$ cat src/hdl/lds_pkg.sv
// ----------------------------------------------------------------------------
// lds_pkg
// Shared constants and helpers for the linear distribution random generator.
// ----------------------------------------------------------------------------
package lds_pkg;

  localparam int unsigned StateW = 32;
  localparam int unsigned RangeW = 16;
  localparam int unsigned FracW  = 17;

  localparam logic [StateW-1:0] LcgMul     = 32'd2891336453;
  localparam logic [StateW-1:0] LcgAdd     = 32'd1500450271;
  localparam logic [StateW-1:0] StateReset = 32'd2076571060;

  // one in Q1.16
  localparam logic [FracW-1:0] FracOne = 17'h10000;

  // configuration register indexes
  localparam logic CfgRange = 1'b0;
  localparam logic CfgLean  = 1'b1;

  // multiplier constant times a radix-4 digit, modulo 2^32
  function automatic logic [StateW-1:0] lcg_digit_mult(input logic [1:0] digit);
    logic [StateW-1:0] m2;
    m2 = {LcgMul[StateW-2:0], 1'b0};
    unique case (digit)
      2'd0:    lcg_digit_mult = '0;
      2'd1:    lcg_digit_mult = LcgMul;
      2'd2:    lcg_digit_mult = m2;
      default: lcg_digit_mult = m2 + LcgMul;
    endcase
  endfunction

endpackage

$ cat src/hdl/lds_req_if.sv
// ----------------------------------------------------------------------------
// lds_req_if
// Request channel: operation code and seed value.
// ----------------------------------------------------------------------------
interface lds_req_if;
  logic        valid;
  logic        ready;
  logic        operation;
  logic [31:0] seed_value;

  modport source (output valid, output operation, output seed_value, input ready);
  modport sink   (input valid, input operation, input seed_value, output ready);
endinterface

$ cat src/hdl/lds_res_if.sv
// ----------------------------------------------------------------------------
// lds_res_if
// Result channel: one random value in unsigned Q16.16.
// ----------------------------------------------------------------------------
interface lds_res_if;
  logic        valid;
  logic        ready;
  logic [31:0] random_value;

  modport source (output valid, output random_value, input ready);
  modport sink   (input valid, input random_value, output ready);
endinterface

$ cat src/hdl/lds_lcg.sv
// ----------------------------------------------------------------------------
// lds_lcg
// Digit-serial LCG step: state * multiplier + increment, low 31 bits kept.
// ----------------------------------------------------------------------------
module lds_lcg import lds_pkg::*; (
  input  logic              clk_i,
  input  logic              rst_ni,
  input  logic              start_i,
  input  logic [StateW-1:0] state_i,
  output logic              done_o,
  output logic [StateW-2:0] s_o
);

  typedef enum logic [1:0] {
    LcgIdle,
    LcgMult,
    LcgAdd_st
  } lcg_state_e;

  lcg_state_e        st_q;
  logic [StateW-1:0] sh_q;
  logic [StateW-1:0] acc_q;
  logic [3:0]        cnt_q;
  logic              done_q;

  always_ff @(posedge clk_i or negedge rst_ni) begin
    if (!rst_ni) begin
      st_q   <= LcgIdle;
      cnt_q  <= '0;
      done_q <= 1'b0;
    end else begin
      done_q <= 1'b0;
      unique case (st_q)
        LcgIdle: begin
          if (start_i) begin
            sh_q  <= state_i;
            acc_q <= '0;
            cnt_q <= '0;
            st_q  <= LcgMult;
          end
        end
        LcgMult: begin
          // two state bits per cycle, msb first
          acc_q <= {acc_q[StateW-3:0], 2'b00} + lcg_digit_mult(sh_q[StateW-1 -: 2]);
          sh_q  <= {sh_q[StateW-3:0], 2'b00};
          cnt_q <= cnt_q + 4'd1;
          if (cnt_q == 4'd15) begin
            st_q <= LcgAdd_st;
          end
        end
        default: begin
          acc_q  <= acc_q + LcgAdd;
          done_q <= 1'b1;
          st_q   <= LcgIdle;
        end
      endcase
    end
  end

  assign done_o = done_q;
  assign s_o    = acc_q[StateW-2:0];

endmodule

$ cat src/hdl/lds_sqrt.sv
// ----------------------------------------------------------------------------
// lds_sqrt
// Bit-serial integer square root giving the Q1.16 fraction of a draw.
// ----------------------------------------------------------------------------
module lds_sqrt import lds_pkg::*; (
  input  logic              clk_i,
  input  logic              rst_ni,
  input  logic              start_i,
  input  logic              lean_high_i,
  input  logic [StateW-2:0] s_i,
  output logic              done_o,
  output logic [FracW-1:0]  frac_o
);

  logic [33:0]      op_q;
  logic [17:0]      rem_q;
  logic [FracW-1:0] root_q;
  logic [4:0]       cnt_q;
  logic             busy_q;
  logic             done_q;
  logic             lean_q;

  logic [32:0] radicand;
  logic [19:0] rem_sh;
  logic [19:0] trial;
  logic        fits;

  // high lean takes 2s, low lean takes 2^32 - 2s
  always_comb begin
    if (lean_high_i) begin
      radicand = {1'b0, s_i, 1'b0};
    end else begin
      radicand = 33'h1_0000_0000 - {1'b0, s_i, 1'b0};
    end
  end

  assign rem_sh = {rem_q, op_q[33:32]};
  assign trial  = {1'b0, root_q, 2'b01};
  assign fits   = rem_sh >= trial;

  always_ff @(posedge clk_i or negedge rst_ni) begin
    if (!rst_ni) begin
      busy_q <= 1'b0;
      done_q <= 1'b0;
      cnt_q  <= '0;
    end else begin
      done_q <= 1'b0;
      if (start_i) begin
        op_q   <= {1'b0, radicand};
        rem_q  <= '0;
        root_q <= '0;
        lean_q <= lean_high_i;
        cnt_q  <= '0;
        busy_q <= 1'b1;
      end else if (busy_q) begin
        op_q   <= {op_q[31:0], 2'b00};
        rem_q  <= fits ? 18'(rem_sh - trial) : rem_sh[17:0];
        root_q <= {root_q[FracW-2:0], fits};
        cnt_q  <= cnt_q + 5'd1;
        if (cnt_q == 5'(FracW - 1)) begin
          busy_q <= 1'b0;
          done_q <= 1'b1;
        end
      end
    end
  end

  assign done_o = done_q;
  assign frac_o = lean_q ? root_q : FracOne - root_q;

endmodule

$ cat src/hdl/lds_mul.sv
// ----------------------------------------------------------------------------
// lds_mul
// Bit-serial 16 x 16 multiplier, lsb first, one narrow add per cycle.
// ----------------------------------------------------------------------------
module lds_mul import lds_pkg::*; (
  input  logic                clk_i,
  input  logic                rst_ni,
  input  logic                start_i,
  input  logic [RangeW-1:0]   a_i,
  input  logic [RangeW-1:0]   b_i,
  output logic                done_o,
  output logic [2*RangeW-1:0] product_o
);

  logic [RangeW-1:0] a_q;
  logic [RangeW-1:0] hi_q;
  logic [RangeW-1:0] lo_q;
  logic [3:0]        cnt_q;
  logic              busy_q;
  logic              done_q;
  logic [RangeW:0]   sum;

  assign sum = {1'b0, hi_q} + (lo_q[0] ? {1'b0, a_q} : '0);

  always_ff @(posedge clk_i or negedge rst_ni) begin
    if (!rst_ni) begin
      busy_q <= 1'b0;
      done_q <= 1'b0;
      cnt_q  <= '0;
    end else begin
      done_q <= 1'b0;
      if (start_i) begin
        a_q    <= a_i;
        hi_q   <= '0;
        lo_q   <= b_i;
        cnt_q  <= '0;
        busy_q <= 1'b1;
      end else if (busy_q) begin
        hi_q  <= sum[RangeW:1];
        lo_q  <= {sum[0], lo_q[RangeW-1:1]};
        cnt_q <= cnt_q + 4'd1;
        if (cnt_q == 4'(RangeW - 1)) begin
          busy_q <= 1'b0;
          done_q <= 1'b1;
        end
      end
    end
  end

  assign done_o    = done_q;
  assign product_o = {hi_q, lo_q};

endmodule

$ cat src/hdl/linear_distribution_random.sv
// ----------------------------------------------------------------------------
// linear_distribution_random
// Triangular-density random generator: LCG, square root, range scaling.
// ----------------------------------------------------------------------------
// A seed request loads the generator state. A draw request runs three
// serial units one after the other: the LCG step (radix-4 digit steps plus
// the increment), a bit-serial square root and a bit-serial range multiply.
// Each unit hands off to the next through a registered done strobe, then the
// output register is loaded. The next request is taken once the result sits
// in the output register; a stalled result holds up a further draw only when
// it is still waiting at the end of that draw. Output is unsigned Q16.16
// below the configured range.
module linear_distribution_random import lds_pkg::*; (
  input  logic              clk_i,
  input  logic              rst_ni,
  input  logic              cfg_we_i,
  input  logic              cfg_idx_i,
  input  logic [RangeW-1:0] cfg_data_i,
  lds_req_if.sink           req_i,
  lds_res_if.source         res_o
);

  typedef enum logic [2:0] {
    StIdle,
    StLcg,
    StSqrt,
    StMul,
    StFin
  } top_state_e;

  top_state_e        st_q;
  logic [StateW-1:0] gen_q;
  logic [RangeW-1:0] range_q;
  logic              lean_q;
  logic              out_valid_q;
  logic [StateW-1:0] out_data_q;

  logic                req_fire;
  logic                lcg_start, lcg_done;
  logic [StateW-2:0]   lcg_s;
  logic                sqrt_start, sqrt_done;
  logic [FracW-1:0]    frac;
  logic                mul_start, mul_done;
  logic [2*RangeW-1:0] product;
  logic [RangeW-1:0]   range_eff;
  logic [StateW-1:0]   result;
  logic                out_free;
  logic                out_load;

  assign req_i.ready = (st_q == StIdle);
  assign req_fire    = req_i.valid && req_i.ready;
  assign lcg_start   = req_fire && !req_i.operation;
  assign sqrt_start  = (st_q == StLcg) && lcg_done;
  assign mul_start   = (st_q == StSqrt) && sqrt_done;

  // a zero range acts as one
  assign range_eff = (range_q == '0) ? RangeW'(1) : range_q;

  // a fraction of one or more would reach the range, so clamp below it
  assign result = frac[FracW-1] ? {RangeW'(range_eff - RangeW'(1)), {RangeW{1'b0}}}
                                : product;

  assign out_free = !out_valid_q || res_o.ready;
  assign out_load = (st_q == StFin) && out_free;

  always_ff @(posedge clk_i or negedge rst_ni) begin
    if (!rst_ni) begin
      range_q <= RangeW'(1);
      lean_q  <= 1'b0;
    end else if (cfg_we_i) begin
      unique case (cfg_idx_i)
        CfgRange: range_q <= cfg_data_i;
        default:  lean_q  <= cfg_data_i[0];
      endcase
    end
  end

  always_ff @(posedge clk_i or negedge rst_ni) begin
    if (!rst_ni) begin
      st_q        <= StIdle;
      gen_q       <= StateReset;
      out_valid_q <= 1'b0;
    end else begin
      if (out_load) begin
        out_valid_q <= 1'b1;
      end else if (res_o.ready) begin
        out_valid_q <= 1'b0;
      end
      unique case (st_q)
        StIdle: begin
          if (req_fire) begin
            if (req_i.operation) begin
              gen_q <= req_i.seed_value;
            end else begin
              st_q <= StLcg;
            end
          end
        end
        StLcg: begin
          if (lcg_done) begin
            gen_q <= {1'b0, lcg_s};
            st_q  <= StSqrt;
          end
        end
        StSqrt: begin
          if (sqrt_done) begin
            st_q <= StMul;
          end
        end
        StMul: begin
          if (mul_done) begin
            st_q <= StFin;
          end
        end
        default: begin
          if (out_free) begin
            out_data_q <= result;
            st_q       <= StIdle;
          end
        end
      endcase
    end
  end

  assign res_o.valid        = out_valid_q;
  assign res_o.random_value = out_data_q;

  lds_lcg u_lcg (
    .clk_i   (clk_i),
    .rst_ni  (rst_ni),
    .start_i (lcg_start),
    .state_i (gen_q),
    .done_o  (lcg_done),
    .s_o     (lcg_s)
  );

  lds_sqrt u_sqrt (
    .clk_i       (clk_i),
    .rst_ni      (rst_ni),
    .start_i     (sqrt_start),
    .lean_high_i (lean_q),
    .s_i         (lcg_s),
    .done_o      (sqrt_done),
    .frac_o      (frac)
  );

  lds_mul u_mul (
    .clk_i     (clk_i),
    .rst_ni    (rst_ni),
    .start_i   (mul_start),
    .a_i       (range_eff),
    .b_i       (frac[RangeW-1:0]),
    .done_o    (mul_done),
    .product_o (product)
  );

endmodule
$ cat src/flat_wrapper.sv
// flat-port wrapper written by rule: the top's interface ports become plain ports
module linear_distribution_random_flat import lds_pkg::*;
  (clk_i, rst_ni, cfg_we_i, cfg_idx_i, cfg_data_i, req_i_valid, req_i_operation, req_i_seed_value, req_i_ready, res_o_valid, res_o_random_value, res_o_ready);
  lds_req_if req_i_i ();
  lds_res_if res_o_i ();
  input  logic clk_i;
  input  logic rst_ni;
  input  logic cfg_we_i;
  input  logic cfg_idx_i;
  input  logic [RangeW-1:0] cfg_data_i;
  input wire logic [$bits(req_i_i.valid)-1:0] req_i_valid;
  input wire logic [$bits(req_i_i.operation)-1:0] req_i_operation;
  input wire logic [$bits(req_i_i.seed_value)-1:0] req_i_seed_value;
  output wire logic [$bits(req_i_i.ready)-1:0] req_i_ready;
  output wire logic [$bits(res_o_i.valid)-1:0] res_o_valid;
  output wire logic [$bits(res_o_i.random_value)-1:0] res_o_random_value;
  input wire logic [$bits(res_o_i.ready)-1:0] res_o_ready;
  assign req_i_i.valid = req_i_valid;
  assign req_i_i.operation = req_i_operation;
  assign req_i_i.seed_value = req_i_seed_value;
  assign req_i_ready = req_i_i.ready;
  assign res_o_valid = res_o_i.valid;
  assign res_o_random_value = res_o_i.random_value;
  assign res_o_i.ready = res_o_ready;
  linear_distribution_random u_core (.clk_i(clk_i), .rst_ni(rst_ni), .cfg_we_i(cfg_we_i), .cfg_idx_i(cfg_idx_i), .cfg_data_i(cfg_data_i), .req_i(req_i_i), .res_o(res_o_i));
endmodule
$ cat config.mk
export PLATFORM = sky130hd
export DESIGN_NAME = linear_distribution_random_flat
export DESIGN_NICKNAME = d
export VERILOG_FILES = /design/src/hdl/lds_pkg.sv /design/src/hdl/lds_req_if.sv /design/src/hdl/lds_res_if.sv /design/src/hdl/lds_lcg.sv /design/src/hdl/lds_sqrt.sv /design/src/hdl/lds_mul.sv /design/src/hdl/linear_distribution_random.sv /design/src/flat_wrapper.sv
export SDC_FILE = /design/constraint.sdc
export NUM_CORES = 1
export LEC_CHECK = 0
export BUFFER_PORTS_ARGS = -buffer_cell sky130_fd_sc_hd__buf_4
export CAP_MARGIN = 20
export CORE_MARGIN = 4
export CORE_UTILIZATION = 55
export CTS_BUF_LIST = sky130_fd_sc_hd__clkbuf_4 sky130_fd_sc_hd__clkbuf_8
export CTS_CLUSTER_DIAMETER = 30
export DETAILED_ROUTE_END_ITERATION = 16
export GPL_ROUTABILITY_DRIVEN = 0
export PLACE_DENSITY = 0.73
export SYNTH_ARGS = -nofsm -noshare
export SYNTH_HDL_FRONTEND = slang
export SYNTH_HIERARCHICAL = 1
export SYNTH_SLANG_ARGS = --single-unit
$ cat constraint.sdc
create_clock -name clk_i -period 11.1 [get_ports clk_i]
set_input_delay 0.555 -clock clk_i [delete_from_list [all_inputs] [get_ports clk_i]]
set_output_delay 0.555 -clock clk_i [all_outputs]
set_load 0.02 [all_outputs]
==> impl_metrics.tcl <==
set metrics [dict create \
    status "complete, no violations" \
    p_sw_mw 2.30 \
    post_route_cells_drive_above_1_share 0.176 \
    cts.htree.levels 3 \
    grtUsageTotal 0.239 \
    slew_violations 0 \
    final-seq-area_um2 8220 \
    via_per_inst 6.06 \
    required_ns 11.40 \
    cpPeakStageDelay_ns 0.56 \
    setup_tns_ns 0 \
    synth_top_area_frac 0.362 \
    clk_latency_ns 0.60 \
    routed_wl_um 42800 \
    rsz0062_at_grt "false" \
    die_area_um2 34900 \
    tritoncts "built" \
    dr.pass1.iters 5 \
    startpoint "u_core/u_lcg/sh_q[30]" \
    synth_cell_types 106 \
    grt_pass1_wl_um 69600 \
    p_clk_frac 0.250 \
    syn2layout_area_growth_pct 13.6 \
    multi_input_area_um2 8580 \
    min_period_over_period 0.382 \
    synth_enable_flop_cells 212 \
    p_sw_frac 0.396 \
    slowest_stage "edfxtp_1" \
    yosysTopAreaCell "edfxtp_1" \
    wl_per_cell_um 18.8 \
    drtAntennaViolNets 0 \
    fillerInstances 2526 \
    n_antenna_cell 0 \
    yosysSeqAreaShare 0.467 \
    synth_warnings 6 \
    initial_core_util 0.558 \
    p_int_mw 3.50 \
    combPwrFrac 0.402 \
    hold_path.class "input port to register" \
    min_period_ns 4.24 \
    avgSynthCellArea_um2 10.0 \
    crit_arrival_ns 4.53 \
    drv_cap 0 \
    synth_common_cells "nand2_1 (221), edfxtp_1 (212), nor2_1 (138)" \
    max_freq_mhz 236 \
    endpoint_kind "register" \
    startpoint_type "register" \
    total_power_mw 5.80 \
    post_cts_resize_count 0 \
    cts.reportedPaths.clkPinSlew_ns 0.05 \
    num-nets-final 1927 \
    cts_hold_buf 1 \
    criticalPathCategory "register to register" \
    r2r_start "u_core/u_lcg/sh_q[30]" \
    hold_viol 0 \
    pin_count 89 \
    seqPwrFrac 0.347 \
    drt_iter0_markers 1133 \
    cts_buffer_depth 3 \
    core.rowCount 65 \
    grt_pass1_vias 13500 \
    synthCells 1754 \
    core_area_um2 31600 \
    async_flop_share 0.256 \
    cts_root_buf "clkbuf_8" \
    yosys_register_bits 285 \
    die_w_um 187 \
    antenna_found_initial 0 \
    dp_hpwl_um 28900 \
    synth_top_flop_cell "edfxtp_1" \
    cts_buffers 70 \
    tightest_slew_ns 0.973 \
    p_leak_nw 8.04 \
    numPortBuffers 88 \
    syn_area_um2 17600 \
    grt_max_degree 73 \
    synth_fp_nets 1867 \
    skew_ns 0.0277 \
    num_vias 13800 \
    path_cells "inv_1 > ha_1 > or2_2 > fa_1 > and2_2 > a221o_1 > and2_1 > a31o_2 > a2bb2oi_1 > a21bo_2 > xor2_1 > o22ai_1" \
    vdd_drop_max_mv 0.168 \
    fp.dieH_um 187 \
    overflow 0 \
    maxSlewHeadroom 0.351 \
    drcViolationCount 0 \
    worstPathMaxFanout 21 \
    p_per_area_nw_per_um2 290 \
    synth_area_leaders "edfxtp_1 (36%), dfrtp_1 (7.4%), nand2_1 (4.7%), ha_1 (4.0%), mux2i_1 (3.4%)" \
    hp-start "cfg_data_i[11]" \
    clock_sinks 285 \
    yosysMostFrequentCell "nand2_1" \
    finalSetupViolations 0 \
    cts_setup_buffers 0 \
]
==> layout make-up <==
type	count	share of cell area
well taps	402	0.0252
inverters	65	0.0122
clock inverters	43	0.0258
multi-input cells	1285	0.429
clock buffers	85	0.0554
repair buffers	107	0.0411
flip-flops and latches	285	0.411
==> path summary, 6_finish.rpt <==
check	slack, ns	depth (start not counted)	end
max	6.86	12	u_core/u_lcg/acc_q[24]
min	0.20	2	u_core/range_q[11]
max reg2reg	6.86	12	u_core/u_lcg/acc_q[24]
min reg2reg	0.48	2	u_core/gen_q[25]
max in group asynchronous	9.23	3	u_core/u_sqrt/busy_q
min in group asynchronous	0.57	2	u_core/u_sqrt/cnt_q[0]
==> logic make-up after synthesis <==
| group | synth area share |
|---|---|
| flip-flops | 0.467 |
| multiplexers | 0.0565 |
| AO/OA/AOI/OAI | 0.150 |
| XOR/XNOR | 0.0676 |
| buffers and inverters | 0.0475 |
| adder cells (fa/ha/maj) | 0.0432 |
| AND/OR/NAND/NOR | 0.168 |
==> cells in the final DEF, fill, tap and decap left out, types with 7 or more instances in the layout <==
master      count
edfxtp_1      212
dfrtp_1        51
nor2_1        134
o21ai_0        92
nor4_1          7
o21ai_1         8
bufinv_16      11
nand4_1        20
xnor2_1        67
buf_4         104
clkinvlp_4     10
nor2b_1        30
dfstp_2        21
a21o_1         16
clkinv_2       12
nand2_1       220
a211oi_1        8
a21oi_1        71
a311oi_1        9
ha_1           56
clkinv_1        8
clkbuf_8       75
clkbuf_4       10
and3_1         15
inv_1          64
nand2b_1       12
a31oi_1        27
nor3_1         37
o211ai_1       12
o31ai_1         8
o22ai_1        19
mux2i_1        60
mux2_2         35
nand3_1        42
and2_1         32
a22o_1         36
xor2_1         68
==> registers in the layout, indices dropped and copies added (netlist names), 2 cells and up <==
name                       count
u_core/res_o.random_value     32
u_core/u_sqrt/cnt_q            5
u_core/u_mul/cnt_q             4
u_core/u_lcg/sh_q             32
u_core/range_q                16
u_core/u_sqrt/root_q          17
u_core/u_sqrt/rem_q           18
u_core/u_mul/hi_q             16
u_core/u_lcg/st_q              2
u_core/u_sqrt/op_q            33
u_core/u_mul/a_q              16
u_core/u_lcg/cnt_q             4
u_core/gen_q                  32
u_core/st_q                    3
u_core/u_lcg/acc_q            31
u_core/u_mul/lo_q             16
==> layer usage <==
layer  vias up  part of all wire  wire length (um)  global-route usage
met3        92             0.060              2580              0.0416
met5         -                 0                 0                   0
met2       511              0.48             20600               0.395
met1      6646              0.43             18300               0.316
li1       6508                 -                 -                   -
met4         0             0.029              1250              0.0947
==> worst max-delay path: cells and delay by family (launching register included) <==
family | cells | cell delay (ns)
AOI/OAI and AO/OA | 5 | 1.25
adders and majority gates | 2 | 0.94
and+or+nand+nor | 3 | 0.89
DFF | 1 | 0.56
xor gates and xnor gates | 1 | 0.19
buffers and inverters | 1 | 0.12
==> through the flow <==
step                      utilization  instance area (um2)  std cells  setup WS [ns]  hold WS (ns)
after floorplan                     -                17600       1754           7.32         0.259
after global placement          0.581                18300       2142           7.05         0.454
after detailed placement        0.581                18300       2142           6.96         0.471
after CTS                       0.633                20000       2271           6.95         0.147
after global routing            0.634                20000       2272           6.64         0.155
final                           0.634                20000       2272           6.86         0.196
==> power by group through the flow <==
stage	clock (mW)	sequential, mW	combinational, mW
2_1_floorplan	0	1.82	1.94
3_3_place_gp	0	2.01	2.23
3_5_place_dp	0	2.02	2.29
4_1_cts	1.48	2.01	2.30
5_1_grt	1.54	2.06	2.59
6_report	1.45	2.01	2.33
Power figures use the tool's default switching activity.
